File: src/rtl/tpt_pkg.sv
// Package for the two-level page table manager: beat types, operation and
// register codes, field constants and default sizes.
// No dependencies; compiled before every other file of the block.
`timescale 1ns / 1ps

package tpt_pkg;

    // Default sizes of the directory and of each page table.
    localparam int DIR_ENTRIES_DEF   = 16;
    localparam int TABLE_ENTRIES_DEF = 1024;

    // Entry word layout: frame in bits 31..12, flags in bits 11..0.
    localparam logic [31:0] FRAME_MASK  = 32'hFFFF_F000;
    localparam int          PRESENT_BIT = 0;

    // Operation codes.
    localparam logic [2:0] OP_WR_DIR = 3'd0;
    localparam logic [2:0] OP_WR_TAB = 3'd1;
    localparam logic [2:0] OP_RD_DIR = 3'd2;
    localparam logic [2:0] OP_RD_TAB = 3'd3;
    localparam logic [2:0] OP_FIND   = 3'd4;
    localparam logic [2:0] OP_UNMAP  = 3'd5;

    // Configuration register indexes.
    localparam logic CFG_STACK_START = 1'b0;
    localparam logic CFG_STACK_END   = 1'b1;

    // Request beat.
    typedef struct packed {
        logic [2:0]  op;
        logic [3:0]  dir_index;
        logic [9:0]  table_index;
        logic [31:0] page_address;
        logic [11:0] entry_flags;
    } t_req;

    // Response beat.
    typedef struct packed {
        logic [31:0] read_value;
        logic        found;
        logic [3:0]  found_dir;
        logic [9:0]  found_table;
        logic [31:0] freed_page;
        logic        freed_table_valid;
        logic [31:0] freed_table;
    } t_rsp;

    // Question put to the shared compare unit for one scanned entry.
    typedef struct packed {
        logic        find_mode;
        logic [31:0] entry;
        logic [9:0]  va_dir;
        logic [9:0]  va_tab;
        logic [9:0]  own_tab;
    } t_scan_req;

    typedef struct packed {
        logic hit;
    } t_scan_rsp;

endpackage

File: src/rtl/tpt_scan_unit.sv
// Shared compare unit: judges one table entry during the free search or the
// unmap occupancy scan. Depends on tpt_pkg.
`timescale 1ns / 1ps

module tpt_scan_unit (
    input  tpt_pkg::t_scan_req i_req,
    input  logic [31:0]        i_stack_start,
    input  logic [31:0]        i_stack_end,
    output tpt_pkg::t_scan_rsp o_rsp
);
    import tpt_pkg::*;

    logic [31:0] va;
    logic        reserved;
    logic        present;

    // Virtual page address of the entry and the stack window check.
    assign va       = {i_req.va_dir, i_req.va_tab, 12'h000};
    assign reserved = (va >= i_stack_start) && (va <= i_stack_end);
    assign present  = i_req.entry[PRESENT_BIT];

    // Free search wants an absent, unreserved entry; the unmap scan wants
    // any other present entry of the same table.
    always_comb begin
        if (i_req.find_mode) begin
            o_rsp.hit = !present && !reserved;
        end else begin
            o_rsp.hit = present && (i_req.va_tab != i_req.own_tab);
        end
    end

endmodule

File: config.mk
export PLATFORM = sky130hd
export DESIGN_NAME = tpt_scan_unit
export DESIGN_NICKNAME = d
export VERILOG_FILES = /design/src/rtl/tpt_pkg.sv /design/src/rtl/tpt_scan_unit.sv
export SDC_FILE = /design/constraint.sdc
export NUM_CORES = 1
export LEC_CHECK = 0
export ABC_AREA = 1
export BUFFER_PORTS_ARGS = -buffer_cell sky130_fd_sc_hd__buf_2
export CAP_MARGIN = 0
export CELL_PAD_IN_SITES_DETAIL_PLACEMENT = 1
export CELL_PAD_IN_SITES_GLOBAL_PLACEMENT = 2
export CORE_ASPECT_RATIO = 1.5
export CORE_MARGIN = 2
export CORE_UTILIZATION = 15
export DETAILED_ROUTE_END_ITERATION = 10
export PLACE_DENSITY_LB_ADDON = 0.1
export SLEW_MARGIN = 20
export SYNTH_ARGS = -nofsm -noshare
export SYNTH_HDL_FRONTEND = slang
export SYNTH_SLANG_ARGS = --single-unit
File: constraint.sdc
create_clock -name vclk -period 1.2
set_clock_uncertainty 0.1 [all_clocks]
set_input_delay 0.06 -clock vclk [all_inputs]
set_output_delay 0.06 -clock vclk [all_outputs]
set_load 0.01 [all_outputs]
==> qor.yml <==
sta:
  maxClockFrequency_mhz: 684.9
  slew_headroom_pct: 74.93
  fin_crit_ps: 1460
  slew_violations: 0
  rsz0062_at_grt: "yes"
  fin_tns_setup_ps: -260.1
  setup_viol: 1
  hold_viol: 0
  min_period_over_period_pct: 121.7
  tightestPinTransition_ps: 372.6
  setup_ws_ps: -260.1
finish:
  layout-drive-gt1-share_pct: 58.26
  multi_input_comb_area_sq_um: 1630
  fillers: 1135
  register_area_sq_um: 0
  clock_buffers: 0
  num_antenna_cells: 0
  syn2layout_area_growth_pct: 99.35
  layout.nets: 514
  seq_cell_count: 0
  final_core_util_pct: 30.60
placement:
  place.port_buffers: 97
  dp_hpwl_mm: 4.657
  place.gp.congestion: 0.6755
  pre_cts_slack_ps: -426.6
run:
  drv_cap: 0
critical_path:
  cp_data_arrival_time_ps: 1300
  cp.required_ps: 1040
  cp-start-kind: "input port"
  path_class: "in -> out"
  path_max_fanout: 2
  critPathCaptureType: "output pin"
drt:
  totalWireLength_mm: 5.296
  routed_via_density: 3.963
  antenna_left: 0
  vias: 1803
  first_pass_iters: 4
  routedWlPerCell_um: 11.64
  route.detailed.drc: 0
  detail_route.iter0.violations: 7
global_routing:
  grt_max_degree: 4
  gr-total-overflow: 0
  track_usage_pct: 10.92
  antenna_found_initial: 0
  grt_pass1_wl_mm: 8.694
  first_global_vias: 2030
floorplan:
  coreArea_sq_um: 8828
  die_h_um: 120.4
  top_level_ports: 128
  rows: 42
  die_w_um: 81.61
  die_area_sq_um: 9826
  floorplan.initialDensity_pct: 15.35
synth:
  syn-instance-count: 230
  synth_commonest_cells: "58 x inv_1, 55 x nand2_1, 40 x ha_1, 20 x nor2_1, 16 x a21oi_1"
  yosysSeqAreaShare_pct: 0
  yosysMostFrequentCell: "inv_1"
  synth.area.top_cells: "ha_1 37%, inv_1 16%, nand2_1 15%"
  ys_types: 25
  syn_area_sq_um: 1355
  synth_top_area_share_pct: 36.93
  syn-num-nets: 397
  synth_area_leader_cell: "ha_1"
  postSynthAreaPerCell_sq_um: 5.892
  yosys_warnings: 0
clock_tree:
  ctsHoldBuffers: 0
pwr:
  powerDensity_nw_per_um2: 340.4
  leakagePower_uw: 0.001423
  vdd_drop_max_uv: 100.3
run_status:
  violations: "negative setup slack"
  outcome: "finished, violations left"
min_path:
  min_path_type: "in -> out"
[through the flow]
stage | power [uW] | cells | cell area (sq um) | hold WS [ps]
after detailed placement | 631.4 | 451 | 2086 | 407.7
after CTS | 842.8 | 452 | 2557 | 398.1
final | 919.4 | 455 | 2701 | 373.5
after floorplan | 321.5 | 230 | 1358 | 163.9
after global placement | 627.2 | 451 | 2086 | 418.5
after global routing | 1050 | 455 | 2701 | 427.7
[worst max-delay path, cell delays in order]
cell and delay [ps]:
buf_6 110, ha_4 270, nand2_4 50, nor2_4 110
and2_4 160, nand2_2 50, nor2_2 90, nand2_1 60
nand3_2 60, nand2_2 60, nand2_2 60, nand2_2 50
buf_6 120
[cell usage in the layout (no fill, tap or decap), types with 2 or more instances in the layout]
master | netlist | final
a21o_1 | 2 | 2
a21oi_1 | 16 | 6
a21oi_2 | 0 | 10
a22o_1 | 2 | 2
buf_2 | 0 | 83
buf_4 | 0 | 18
buf_6 | 0 | 13
ha_1 | 40 | 13
ha_4 | 0 | 27
inv_1 | 58 | 44
inv_2 | 1 | 15
nand2_1 | 55 | 40
nand2_2 | 5 | 13
nand2_4 | 0 | 7
nand3_1 | 3 | 2
nand3_2 | 1 | 2
nand4_1 | 2 | 2
nor2_1 | 20 | 18
nor2_4 | 2 | 8
nor4_1 | 2 | 2
o21ai_0 | 6 | 3
o21ai_1 | 0 | 2
o22ai_1 | 2 | 2
[where the power goes]
part / total [uW] / switching (uW) / internal (uW)
registers: 0 / 0 / 0
clock network: 0 / 0 / 0
logic: 919 / 432 / 487
total: 919 / 432 / 487
[layout make-up]
class                      count  area share (%)
tap                          110           5.095
multi-input combinational    171           60.35
timing repair buffer         115           26.35
inverter                      59           8.198
[cell families after synthesis]
kind of cell / after synthesis / share of synthesized area (%)
XOR/XNOR: 2 / 1.293
adder cells (fa/ha/maj): 40 / 36.93
AO/OA/AOI/OAI: 31 / 13.11
AND/OR/NAND/NOR: 98 / 32.32
buffers and inverters: 59 / 16.34
[worst paths after layout]
kind,from,endpoint,slack (ps),cells after the start
hold / removal,i_req[30],o_rsp,370,5
setup / recovery,i_req[29],o_rsp,-260,13
[what timing repair did]
action                                  in CTS  in global routing
pin swaps                                   32                 26
gates resized for setup                     71                 40
endpoints found under the setup margin       1                  1
setup buffers                                1                  3
[metal layers]
metal / track usage (%) / share of wire (%) / vias to the layer above
met1: 11.28 / 34 / 807
met3: 0.4478 / 4.8 / 0
met5: 0 / 0 / -
met4: 0 / 0 / 0
li1: - / - / 953
met2: 24.03 / 61 / 43
Note: power is estimated with default switching activity, not from simulation.
