[src/rtl/tpt_pkg.sv]
// Package for the two-level page table manager: beat types, operation and
// register codes, field constants and default sizes.
// No dependencies; compiled before every other file of the block.
`timescale 1ns / 1ps

package tpt_pkg;

    // Default sizes of the directory and of each page table.
    localparam int DIR_ENTRIES_DEF   = 16;
    localparam int TABLE_ENTRIES_DEF = 1024;

    // Entry word layout: frame in bits 31..12, flags in bits 11..0.
    localparam logic [31:0] FRAME_MASK  = 32'hFFFF_F000;
    localparam int          PRESENT_BIT = 0;

    // Operation codes.
    localparam logic [2:0] OP_WR_DIR = 3'd0;
    localparam logic [2:0] OP_WR_TAB = 3'd1;
    localparam logic [2:0] OP_RD_DIR = 3'd2;
    localparam logic [2:0] OP_RD_TAB = 3'd3;
    localparam logic [2:0] OP_FIND   = 3'd4;
    localparam logic [2:0] OP_UNMAP  = 3'd5;

    // Configuration register indexes.
    localparam logic CFG_STACK_START = 1'b0;
    localparam logic CFG_STACK_END   = 1'b1;

    // Request beat.
    typedef struct packed {
        logic [2:0]  op;
        logic [3:0]  dir_index;
        logic [9:0]  table_index;
        logic [31:0] page_address;
        logic [11:0] entry_flags;
    } t_req;

    // Response beat.
    typedef struct packed {
        logic [31:0] read_value;
        logic        found;
        logic [3:0]  found_dir;
        logic [9:0]  found_table;
        logic [31:0] freed_page;
        logic        freed_table_valid;
        logic [31:0] freed_table;
    } t_rsp;

    // Question put to the shared compare unit for one scanned entry.
    typedef struct packed {
        logic        find_mode;
        logic [31:0] entry;
        logic [9:0]  va_dir;
        logic [9:0]  va_tab;
        logic [9:0]  own_tab;
    } t_scan_req;

    typedef struct packed {
        logic hit;
    } t_scan_rsp;

endpackage

[src/rtl/tpt_req_if.sv]
// Request channel of the page table manager: valid, ready and one t_req.
// Depends on tpt_pkg.
`timescale 1ns / 1ps

interface tpt_req_if;
    import tpt_pkg::*;

    logic valid;
    logic ready;
    t_req data;

    modport source (output valid, output data, input ready);
    modport sink   (input valid, input data, output ready);
endinterface

[src/rtl/tpt_rsp_if.sv]
// Response channel of the page table manager: valid, ready and one t_rsp.
// Depends on tpt_pkg.
`timescale 1ns / 1ps

interface tpt_rsp_if;
    import tpt_pkg::*;

    logic valid;
    logic ready;
    t_rsp data;

    modport source (output valid, output data, input ready);
    modport sink   (input valid, input data, output ready);
endinterface

[src/rtl/tpt_ctrl.sv]
// Sequencer of the page table manager: directory registers, table memory
// port control, scan pipeline and response register.
// Depends on tpt_pkg, tpt_req_if and tpt_rsp_if.
`timescale 1ns / 1ps

module tpt_ctrl #(
    parameter int DIR_ENTRIES   = tpt_pkg::DIR_ENTRIES_DEF,
    parameter int TABLE_ENTRIES = tpt_pkg::TABLE_ENTRIES_DEF,
    parameter int DW            = $clog2(DIR_ENTRIES),
    parameter int TW            = $clog2(TABLE_ENTRIES)
) (
    input  logic               i_clk,
    input  logic               i_rst_n,
    tpt_req_if.sink            i_req,
    tpt_rsp_if.source          o_rsp,
    output logic               o_mem_we,
    output logic [DW+TW-1:0]   o_mem_waddr,
    output logic [31:0]        o_mem_wdata,
    output logic [DW+TW-1:0]   o_mem_raddr,
    input  logic [31:0]        i_mem_rdata,
    output tpt_pkg::t_scan_req o_scan_req,
    input  tpt_pkg::t_scan_rsp i_scan_rsp
);
    import tpt_pkg::*;

    localparam int AW        = DW + TW;
    localparam int MEM_DEPTH = DIR_ENTRIES * (1 << TW);

    typedef enum logic [8:0] {
        S_CLEAR = 9'b000000001,
        S_IDLE  = 9'b000000010,
        S_EXEC  = 9'b000000100,
        S_FDIR  = 9'b000001000,
        S_FSCAN = 9'b000010000,
        S_USCAN = 9'b000100000,
        S_RD    = 9'b001000000,
        S_CAP   = 9'b010000000,
        S_DONE  = 9'b100000000
    } t_state;

    t_state r_state, n_state;

    // Latched request.
    logic [2:0]  r_op;
    logic [3:0]  r_d;
    logic [9:0]  r_t;
    logic [31:0] r_word;

    // Scan counters and pipeline.
    logic [AW-1:0] r_clr, n_clr;
    logic [DW-1:0] r_si, n_si;
    logic [TW-1:0] r_sj, n_sj;
    logic [TW-1:0] r_pj, n_pj;
    logic          r_pv, n_pv;
    logic          r_iss_done, n_iss_done;
    logic          r_other, n_other;

    // Result being built and the response register.
    t_rsp r_res, n_res;
    t_rsp r_out;
    logic r_out_valid;

    // Directory.
    logic [31:0]   r_dir [DIR_ENTRIES];
    logic [DW-1:0] dir_addr;
    logic [31:0]   dir_rd;
    logic          dir_we;
    logic [31:0]   dir_wdata;

    logic          accept;
    logic          d_ok;
    logic          t_ok;
    logic [DW-1:0] d_addr;
    logic [TW-1:0] t_addr;
    logic [DW-1:0] scan_dir;
    logic          scan_last;
    logic          out_free;

    assign accept   = i_req.valid && i_req.ready;
    assign d_ok     = 32'(r_d) < 32'(DIR_ENTRIES);
    assign t_ok     = 32'(r_t) < 32'(TABLE_ENTRIES);
    assign d_addr   = DW'(r_d);
    assign t_addr   = TW'(r_t);
    assign out_free = !r_out_valid || o_rsp.ready;

    // Single directory read port, steered to the search slot in the directory step of a search.
    assign dir_addr = (r_state == S_FDIR) ? r_si : d_addr;
    assign dir_rd   = r_dir[dir_addr];

    assign scan_dir  = (r_state == S_FSCAN) ? r_si : d_addr;
    assign scan_last = r_pv && (r_pj == TW'(TABLE_ENTRIES - 1));

    // Question for the shared compare unit about the entry now returning.
    always_comb begin
        o_scan_req.find_mode = (r_state == S_FSCAN);
        o_scan_req.entry     = i_mem_rdata;
        o_scan_req.va_dir    = 10'(scan_dir);
        o_scan_req.va_tab    = 10'(r_pj);
        o_scan_req.own_tab   = r_t;
    end

    // Sequencer.
    always_comb begin
        n_state     = r_state;
        n_clr       = r_clr;
        n_si        = r_si;
        n_sj        = r_sj;
        n_pj        = r_pj;
        n_pv        = 1'b0;
        n_iss_done  = r_iss_done;
        n_other     = r_other;
        n_res       = r_res;
        o_mem_we    = 1'b0;
        o_mem_waddr = {d_addr, t_addr};
        o_mem_wdata = r_word;
        o_mem_raddr = {d_addr, t_addr};
        dir_we      = 1'b0;
        dir_wdata   = r_word;

        case (r_state)
            S_CLEAR: begin
                o_mem_we    = 1'b1;
                o_mem_waddr = r_clr;
                o_mem_wdata = '0;
                n_clr       = r_clr + AW'(1);
                if (r_clr == AW'(MEM_DEPTH - 1)) begin
                    n_state = S_IDLE;
                end
            end
            S_IDLE: begin
                if (accept) begin
                    n_res   = '0;
                    n_state = S_EXEC;
                end
            end
            S_EXEC: begin
                n_state    = S_DONE;
                n_sj       = '0;
                n_iss_done = 1'b0;
                n_other    = 1'b0;
                case (r_op)
                    OP_WR_DIR: begin
                        dir_we = d_ok;
                    end
                    OP_WR_TAB: begin
                        o_mem_we = d_ok && t_ok;
                    end
                    OP_RD_DIR: begin
                        n_res.read_value = d_ok ? dir_rd : '0;
                    end
                    OP_RD_TAB: begin
                        if (d_ok && t_ok) begin
                            n_state = S_RD;
                        end
                    end
                    OP_FIND: begin
                        n_si    = '0;
                        n_state = S_FDIR;
                    end
                    OP_UNMAP: begin
                        if (d_ok && t_ok) begin
                            n_state = S_USCAN;
                        end
                    end
                    default: begin
                        n_state = S_DONE;
                    end
                endcase
            end
            S_FDIR: begin
                // The last slot maps the directory itself and is never searched.
                n_sj       = '0;
                n_iss_done = 1'b0;
                if (r_si == DW'(DIR_ENTRIES - 1)) begin
                    n_state = S_DONE;
                end else if (dir_rd[PRESENT_BIT]) begin
                    n_state = S_FSCAN;
                end else begin
                    n_si = r_si + DW'(1);
                end
            end
            S_FSCAN, S_USCAN: begin
                // Issue one table read a cycle; judge each entry in the cycle after its read.
                o_mem_raddr = {scan_dir, r_sj};
                if (!r_iss_done) begin
                    n_pv = 1'b1;
                    n_pj = r_sj;
                    n_sj = r_sj + TW'(1);
                    if (r_sj == TW'(TABLE_ENTRIES - 1)) begin
                        n_iss_done = 1'b1;
                    end
                end
                if (r_state == S_FSCAN) begin
                    if (r_pv && i_scan_rsp.hit) begin
                        n_res.found       = 1'b1;
                        n_res.found_dir   = 4'(r_si);
                        n_res.found_table = 10'(r_pj);
                        n_state           = S_DONE;
                    end else if (scan_last) begin
                        n_si    = r_si + DW'(1);
                        n_state = S_FDIR;
                    end
                end else begin
                    if (r_pv && i_scan_rsp.hit) begin
                        n_other = 1'b1;
                        n_state = S_RD;
                    end else if (scan_last) begin
                        n_state = S_RD;
                    end
                end
            end
            S_RD: begin
                n_state = S_CAP;
            end
            S_CAP: begin
                n_state = S_DONE;
                if (r_op == OP_RD_TAB) begin
                    n_res.read_value = i_mem_rdata;
                end else begin
                    // Unmap: release the frame, clear the entry, and drop the
                    // table as well when nothing else in it is present.
                    n_res.freed_page = i_mem_rdata & FRAME_MASK;
                    o_mem_we         = 1'b1;
                    o_mem_wdata      = '0;
                    if (!r_other) begin
                        n_res.freed_table_valid = 1'b1;
                        n_res.freed_table       = dir_rd & FRAME_MASK;
                        dir_we                  = 1'b1;
                        dir_wdata               = '0;
                    end
                end
            end
            S_DONE: begin
                if (out_free) begin
                    n_state = S_IDLE;
                end
            end
            default: begin
                n_state = S_IDLE;
            end
        endcase
    end

    // Control registers.
    always_ff @(posedge i_clk) begin
        if (!i_rst_n) begin
            r_state    <= S_CLEAR;
            r_clr      <= '0;
            r_pv       <= 1'b0;
            r_iss_done <= 1'b0;
        end else begin
            r_state    <= n_state;
            r_clr      <= n_clr;
            r_pv       <= n_pv;
            r_iss_done <= n_iss_done;
        end
    end

    // Working registers.
    always_ff @(posedge i_clk) begin
        r_si    <= n_si;
        r_sj    <= n_sj;
        r_pj    <= n_pj;
        r_other <= n_other;
        r_res   <= n_res;
        if (accept) begin
            r_op   <= i_req.data.op;
            r_d    <= i_req.data.dir_index;
            r_t    <= i_req.data.table_index;
            r_word <= i_req.data.page_address | {20'h00000, i_req.data.entry_flags};
        end
    end

    // Directory entries, cleared at reset.
    always_ff @(posedge i_clk) begin
        if (!i_rst_n) begin
            for (int k = 0; k < DIR_ENTRIES; k++) begin
                r_dir[k] <= '0;
            end
        end else if (dir_we) begin
            r_dir[d_addr] <= dir_wdata;
        end
    end

    // Response register.
    always_ff @(posedge i_clk) begin
        if (!i_rst_n) begin
            r_out_valid <= 1'b0;
        end else if (r_state == S_DONE && out_free) begin
            r_out_valid <= 1'b1;
        end else if (o_rsp.ready) begin
            r_out_valid <= 1'b0;
        end
    end

    always_ff @(posedge i_clk) begin
        if (r_state == S_DONE && out_free) begin
            r_out <= r_res;
        end
    end

    assign i_req.ready = (r_state == S_IDLE);
    assign o_rsp.valid = r_out_valid;
    assign o_rsp.data  = r_out;

endmodule

[src/flat_wrapper.sv]
// flat-port wrapper written by rule: the top's interface ports become plain ports
module tpt_ctrl_flat import tpt_pkg::*;
#(
    parameter int DIR_ENTRIES   = tpt_pkg::DIR_ENTRIES_DEF,
    parameter int TABLE_ENTRIES = tpt_pkg::TABLE_ENTRIES_DEF,
    parameter int DW            = $clog2(DIR_ENTRIES),
    parameter int TW            = $clog2(TABLE_ENTRIES)
)
  (i_clk, i_rst_n, o_mem_we, o_mem_waddr, o_mem_wdata, o_mem_raddr, i_mem_rdata, o_scan_req, i_scan_rsp, i_req_valid, i_req_data, i_req_ready, o_rsp_valid, o_rsp_data, o_rsp_ready);
  tpt_req_if i_req_i ();
  tpt_rsp_if o_rsp_i ();
  input  logic i_clk;
  input  logic i_rst_n;
  output logic o_mem_we;
  output logic [DW+TW-1:0] o_mem_waddr;
  output logic [31:0] o_mem_wdata;
  output logic [DW+TW-1:0] o_mem_raddr;
  input  logic [31:0] i_mem_rdata;
  output tpt_pkg::t_scan_req o_scan_req;
  input  tpt_pkg::t_scan_rsp i_scan_rsp;
  input wire logic [$bits(i_req_i.valid)-1:0] i_req_valid;
  input wire logic [$bits(i_req_i.data)-1:0] i_req_data;
  output wire logic [$bits(i_req_i.ready)-1:0] i_req_ready;
  output wire logic [$bits(o_rsp_i.valid)-1:0] o_rsp_valid;
  output wire logic [$bits(o_rsp_i.data)-1:0] o_rsp_data;
  input wire logic [$bits(o_rsp_i.ready)-1:0] o_rsp_ready;
  assign i_req_i.valid = i_req_valid;
  assign i_req_i.data = i_req_data;
  assign i_req_ready = i_req_i.ready;
  assign o_rsp_valid = o_rsp_i.valid;
  assign o_rsp_data = o_rsp_i.data;
  assign o_rsp_i.ready = o_rsp_ready;
  tpt_ctrl #(.DIR_ENTRIES(DIR_ENTRIES), .TABLE_ENTRIES(TABLE_ENTRIES), .DW(DW), .TW(TW)) u_core (.i_clk(i_clk), .i_rst_n(i_rst_n), .i_req(i_req_i), .o_rsp(o_rsp_i), .o_mem_we(o_mem_we), .o_mem_waddr(o_mem_waddr), .o_mem_wdata(o_mem_wdata), .o_mem_raddr(o_mem_raddr), .i_mem_rdata(i_mem_rdata), .o_scan_req(o_scan_req), .i_scan_rsp(i_scan_rsp));
endmodule
[config.mk]
export PLATFORM = sky130hd
export DESIGN_NAME = tpt_ctrl_flat
export DESIGN_NICKNAME = d
export VERILOG_FILES = /design/src/rtl/tpt_pkg.sv /design/src/rtl/tpt_req_if.sv /design/src/rtl/tpt_rsp_if.sv /design/src/rtl/tpt_ctrl.sv /design/src/flat_wrapper.sv
export SDC_FILE = /design/constraint.sdc
export NUM_CORES = 1
export LEC_CHECK = 0
export ABC_AREA = 0
export ABC_CLOCK_PERIOD_IN_PS = 5650
export BUFFER_PORTS_ARGS = -buffer_cell sky130_fd_sc_hd__buf_2
export CAP_MARGIN = 20
export CORE_AREA = 3 3 264 266
export DETAILED_ROUTE_END_ITERATION = 16
export DIE_AREA = 0 0 267 269
export PLACE_DENSITY = 0.76
export SKIP_CTS_REPAIR_TIMING = 1
export SLEW_MARGIN = 20
export SYNTH_ARGS = -nofsm -noshare
export SYNTH_HDL_FRONTEND = slang
export SYNTH_SLANG_ARGS = --single-unit
[constraint.sdc]
create_clock -name i_clk -period 5.65 [get_ports i_clk]
set_input_delay 1.13 -clock i_clk [delete_from_list [all_inputs] [get_ports i_clk]]
set_output_delay 1.13 -clock i_clk [all_outputs]
set_load 0.02 [all_outputs]
==> out/summary.txt, run 1 <==
Die width: 267 µm
Post-synth top flop: edfxtp_1
CP startpoint: u_core.r_state[1]$_SDFFE_PN0P_
Ports: 336
Wire per inst: 24.82 µm
CTS buffer count: 79
Hold endpoint: u_core.o_rsp.data[95]$_DFFE_PP_
Crit path DAT: 3.22 ns
Post-synth top area share: 67.71%
#FFs+latches synth: 788
Global-route wire length before repair: 138200 µm
Ys async rst share: 0%
Highest clock rate: 230.1 MHz
RePlAce Congestion: 0.8628
1st-iter DRT viols: 2898
DRT Pass-1 Iters: 6
Post-Route WL: 94380 µm
Nets@finish: 2963
Overall Power: 13.61 mW
Final setup fails: 0
Synth warnings: 0
Hold path cells: 0
Worst slack, placed: 1.341 ns
GRT overflow: 0
Worst Tran Pin Value: 1.170 ns
Worst hold path class: flop to flop
Layout cells sized above 1: 18.20%
Synth Area per Inst: 12.77 µm²
Final std cells w/o fill: 3803
Reg clk slew, reported paths: 0.06 ns
TritonCTS clock tree: done
Setup Skew: 0.04491 ns
Port buffer count: 305
Reg2Reg Depth: 7
Max cap viols: 0
Inst Count DP: 3654
Maximum number of pins on one net before global-route repair: 74
Max transition margin: 21.72%
CTS max path bufs: 3
Sequential element share of the synthesized area: 69.25%
Power Density: 353.6 nW/µm²
Clock Sink Count: 788
Synth Instances: 2646
CP Class: flop to output port
PnR worst setup slack: 1.305 ns
Starting Density: 50.23%
Routed vias/inst: 5.952
Synth cell types: 63
Initial antenna violation count: 1
Final Hold Viols: 0
Number of remaining DRC errors: 0
Leak pwr: 14.81 nW
Min-delay src: u_core.r_res[95]$_DFFE_PP_
Cell Area, Synth: 33790 µm²
Final Cycle Share: 76.91%
Beginning of the worst register-to-register path: u_core.r_state[5]$_SDFFE_PN0P_
Vias in the first global route: 22218
EDFF count, synth: 762
Post-DP HPWL: 58750 µm
Post-route ant nets: 0
Critical path launch point type: flop
Worst Path Required: 4.52 ns
FP Rows: 95
Setup crit end kind: output port
Synth-to-Final Area Change: 13.95%
Vias after detailed routing: 22635
Tot GR Track Use: 25.88%
Reg2reg setup slack: 1.43 ns
CP Max Fanout: 28
Chip Height: 269 µm
Status: finished clean
Reg2reg end: u_core.r_res[110]$_DFFE_PP_
CTS H-Tree Depth: 3
RSZ-0062 raised after global routing: false
Tmin final: 4.345 ns
CORE AREA: 67280 µm²
Root Driver: clkbuf_16
TNS Setup: 0 ns
Ranking of synthesized cells by area: edfxtp_1 68%, mux2i_1 6.0%, nor2_1 6.0%
Worst-skew pair later-pin latency: 0.66 ns
Area leader, netlist: edfxtp_1
Max Slew Vio Count: 0
Die area: 71820 µm²
Maximum VDD drop: 0.2224 mV
-- worst max path at each step --
stage | end | slack (ns)
floorplan | u_core.r_res[100]$_DFFE_PP_ | 0.45
global placement | u_core.r_dir[9][14]$_SDFFCE_PN0P_ | 1.44
detailed placement | u_core.r_dir[9][13]$_SDFFCE_PN0P_ | 1.34
CTS | o_mem_raddr[3] | 1.34
global route | o_mem_raddr[5] | 1.02
finish | o_mem_raddr[7] | 1.30
-- critical path: stages, from the launching register on --
cell and delay [ns]:
dfxtp_1 0.37, nor3_1 0.41, nand2_1 0.18, nor3_1 0.29, nand2b_1 0.09, buf_4 0.24
inv_1 0.61, nand2_1 0.16, nand2_1 0.08, buf_2 0.16
-- registers in the layout (all words and copies together) (netlist names) --
register and flops:
u_core.r_si 4, u_core.r_res 88, u_core.r_op 3, u_core.r_iss_done 1
u_core.o_rsp.valid 1, u_core.r_pv 1, u_core.r_dir 512, u_core.r_t 10
u_core.r_sj 10, u_core.d_addr 4, u_core.r_clr 14, u_core.o_rsp.data 88
u_core.r_state 9, u_core.r_word 32, u_core.r_pj 10, u_core.r_other 1
-- routing by layer --
layer	track usage [%]	wire [µm]	vias to the layer above	share of wire [%]
met3	5.274	10510	258	11
met5	0	0	-	0
li1	-	-	9804	-
met2	43.04	45460	1468	48
met1	33.22	34470	11105	37
met4	11.40	3943	0	4.2
-- final cells by class --
class,instances,area (µm²)
inverters,32,120.1
flip-flops and latches,788,23400
clock buffers,92,2026
fillers,5201,28770
well taps,873,1092
clock inverters,56,690.7
repair buffers,363,2024
multi-input cells,1598,9148
diodes,1,2.502
-- synth_stat cells (25+ instances only) --
| cell | number |
|---|---|
| buf_2 | 40 |
| mux2i_1 | 204 |
| nor3_1 | 31 |
| inv_1 | 31 |
| nand4_1 | 25 |
| o22ai_1 | 38 |
| nand2_1 | 270 |
| nor2b_1 | 25 |
| buf_4 | 72 |
| clkbuf_1 | 139 |
| edfxtp_1 | 762 |
| nor2_1 | 544 |
| and2_1 | 60 |
| dfxtp_1 | 26 |
| a21oi_1 | 72 |
-- layout by cell type, fill, tap and decap left out, types with 10 or more instances in the layout --
| master | instances |
|---|---|
| a22oi_1 | 13 |
| nor2b_1 | 24 |
| buf_2 | 305 |
| buf_4 | 53 |
| mux2i_1 | 203 |
| o221ai_1 | 21 |
| a211o_1 | 22 |
| dfxtp_1 | 26 |
| a21boi_0 | 10 |
| clkinv_1 | 15 |
| a211oi_1 | 20 |
| a21oi_1 | 71 |
| clkbuf_16 | 79 |
| conb_1 | 30 |
| nor2_1 | 543 |
| o22ai_1 | 38 |
| nand4_1 | 25 |
| clkinv_2 | 16 |
| inv_1 | 30 |
| nand3_1 | 24 |
| nor3_1 | 31 |
| clkbuf_1 | 13 |
| and2_1 | 59 |
| nand2_1 | 264 |
| xnor2_1 | 14 |
| or2_2 | 13 |
| o22a_1 | 19 |
| nor3b_1 | 21 |
| o21ai_0 | 16 |
| a21o_1 | 22 |
| edfxtp_1 | 762 |
| bufinv_16 | 12 |
-- cell families (layout without fill, tap and decap cells) --
family / after synthesis / after routing / synth area share (%)
other: 1 / 31 / 0.01110
buffers and inverters: 289 / 543 / 4.225
XOR/XNOR: 23 / 23 / 0.5961
AND/OR/NAND/NOR: 1048 / 1048 / 13.37
AO/OA/AOI/OAI: 275 / 275 / 5.624
multiplexers: 219 / 219 / 6.809
adder cells (fa/ha/maj): 3 / 3 / 0.1111
flip-flops: 788 / 788 / 69.25
-- metrics by stage --
| step | util, % | hold WS [ns] | area, µm² |
|---|---|---|---|
| floorplan | - | 0.4003 | 33900 |
| global placement | 53.19 | 0.4010 | 35780 |
| detailed placement | 53.19 | 0.4045 | 35780 |
| CTS | 57.23 | 0.3990 | 38500 |
| global route | 57.23 | 0.4216 | 38500 |
| finish | 57.23 | 0.3973 | 38510 |
-- power breakdown --
part	internal [mW]	total, mW	switching, mW
clock	3.16	5.44	2.28
combinational	0.435	1.48	1.04
sequential	6.59	6.69	0.107
total	10.2	13.6	3.43
Note: power is estimated with default switching activity, not from simulation.
==> inputs of run 2 (changes only) <==
Settings changed: ABC_CLOCK_PERIOD_IN_PS 5650 to 4250, PLACE_DENSITY 0.76 to 0.73.
Clock period 5.65 ns to 4.25 ns, I/O delays scaled along.
==> run 2 against run 1 <==
Effect of this change:
- total power up 31%
- clock skew down 0.00081 ns
- largest power group unchanged
- sequential power up 33%
- via count down 0.40%
- combinational power up 34%
- count of clock-buffer cells in the layout up 5
- final cell count up 0.39%
- hold slack worse by 0.017 ns
- core utilization about the same
- clock power up 26%
- first-iteration DRC count up 1.3%
==> out/summary.txt, run 2 (same netlist as run 1, synthesis figures left out) <==
Status: finished clean
Number of remaining DRC errors: 0 (unchanged)
Commonest non-fill, non-tap cells in the layout: 762 x edfxtp_1, 543 x nor2_1, 305 x buf_2
TNS Setup: 0 ns (unchanged)
GRT overflow: 0 (unchanged)
CTS H-Tree Depth: 3 (unchanged)
Clock Sink Count: 788 (unchanged)
CTS max path bufs: 3 (unchanged)
Synth-to-Final Area Change: 13.98% (about the same)
Initial antenna violation count: 1 (unchanged)
Worst Path Required: 3.40 ns (-1.12 ns)
Chip Height: 269 µm (unchanged)
Root Driver: clkbuf_16
Crit path DAT: 3.12 ns (-0.10 ns)
Max cap viols: 0 (unchanged)
DRT Pass-1 Iters: 7 (+1)
Layout cells sized above 1: 18.31% (+0.12 points)
Vias after detailed routing: 22545 (-0.40%)
Post-route design area: 38520 µm² (about the same)
Setup crit end kind: output port
Reg clk slew, reported paths: 0.06 ns (about the same)
Max transition margin: 31.91% (+10 points)
Final Cycle Share: 93.36%
Worst-skew pair later-pin latency: 0.65 ns (about the same)
Buffer and inverter count on the worst path: 2 (-1)
Routed vias/inst: 5.905 (-0.79%)
Nets@finish: 2978 (+0.51%)
Vias in the first global route: 22269 (+0.23%)
Slowest cell on the critical path: nor3b_1
Reg2Reg Depth: 7 (unchanged)
CTS buffer count: 78 (-1.3%)
Starting Density: 50.23% (unchanged)
RePlAce Congestion: 0.8617 (-0.13%)
Leak pwr: 14.83 nW (+0.13%)
Highest clock rate: 252.0 MHz
Setup Skew: 0.04409 ns (-0.0008149 ns)
Critical path launch point type: flop
CORE AREA: 67280 µm² (unchanged)
Worst Tran Pin Value: 1.007 ns (-0.1628 ns)
Final Hold Viols: 0 (unchanged)
Hold_ws: 0.3803 ns (-0.01697 ns)
Placed cell areas: 35940 µm² (+0.43%)
CP Max Fanout: 31 (+11%)
Port buffer count: 305 (unchanged)
Worst hold path class: primary input to flop
Post-route ant nets: 0 (unchanged)
Maximum VDD drop: 0.3218 mV (+45%)
Max Slew Vio Count: 0 (unchanged)
Die width: 267 µm (unchanged)
Maximum number of pins on one net before global-route repair: 61 (-18%)
Largest register by flop count: u_core.r_dir
Largest register FFs: 512 (unchanged)
1st-iter DRT viols: 2936 (+1.3%)
CP delay by family, top: simple AND/OR/NAND/NOR gates
Most common cell after layout, fill and taps aside: edfxtp_1
Ports: 336 (unchanged)
Post-Route WL: 93210 µm (-1.2%)
CP Class: flop to output port
Critical-path cell list: nor3b_1 > nor2_1 > nor2_2 > buf_4 > and2_1 > buf_2
Tmin final: 3.968 ns
Power Density: 461.4 nW/µm² (+30%)
FP Rows: 95 (unchanged)
Tot GR Track Use: 25.55% (-0.33 points)
Final setup fails: 0 (unchanged)
TritonCTS clock tree: done
Hold path cells: 1 (+1)
Die area: 71820 µm² (unchanged)
Wire per inst: 24.41 µm (-1.6%)
Crit-path max cell delay: 0.80 ns (+0.19 ns)
RSZ-0062 raised after global routing: false
Util after Layout: 57.25% (about the same)
Global-route wire length before repair: 136500 µm (-1.2%)
Post-DP HPWL: 56430 µm (-3.9%)
WP depth: 6 (-3)
[run 2: cell types whose count changed in the layout (fill, tap and decap cells not counted), moves of 3 or more]
cell,before,now
buf_4,53,67
bufinv_16,12,7
clkbuf_1,13,17
clkinv_1,15,18
nand2_1,264,267
nand2_2,5,2
[run 2: area by class of cell]
type                    count  area, µm²
well taps                 873       1092
clock inverters            49      515.5
repair buffers            379       2170
multi-input cells        1598       9153
diodes                      2      5.005
inverters                  32      123.9
fillers                  5276      28760
clock buffers              97       2054
flip-flops and latches    788      23400
[run 2: worst paths after layout]
| kind | start | end | slack [ns] |
|---|---|---|---|
| max | u_core.r_op[2]$_DFFE_PP_ | o_mem_wdata[17] | 0.28 |
| max reg2reg | u_core.r_state[5]$_SDFFE_PN0P_ | u_core.r_res[88]$_DFFE_PP_ | 0.38 |
| min | i_req_data[28] | u_core.r_word[16]$_DFFE_PP_ | 0.38 |
| min reg2reg | u_core.r_res[46]$_SDFFCE_PP0P_ | u_core.o_rsp.data[46]$_DFFE_PP_ | 0.40 |
[run 2: layer usage]
| metal | track usage, % | vias up | wire length, µm |
|---|---|---|---|
| met2 | 42.99 | 1370 | 45370 |
| met1 | 32.93 | 11092 | 34550 |
| met5 | 0 | - | 0 |
| met3 | 4.280 | 250 | 9490 |
| li1 | - | 9833 | - |
| met4 | 11.37 | 0 | 3806 |
[run 2: per-stage QoR]
stage               setup slack (ns)  power (mW)  instances
floorplan                     0.1278       10.31       2675
global placement              0.5626       10.98       3670
detailed placement            0.6014       11.03       3670
CTS                           0.1538       17.84       3816
global route                  0.1508       18.32       3817
finish                        0.2821       17.77       3818
[run 2: where the power goes]
group	switching (mW)	total [mW]	internal, mW
logic	1.40	1.99	0.596
clock network	2.97	6.88	3.91
registers	0.138	8.89	8.75
total	4.51	17.8	13.3
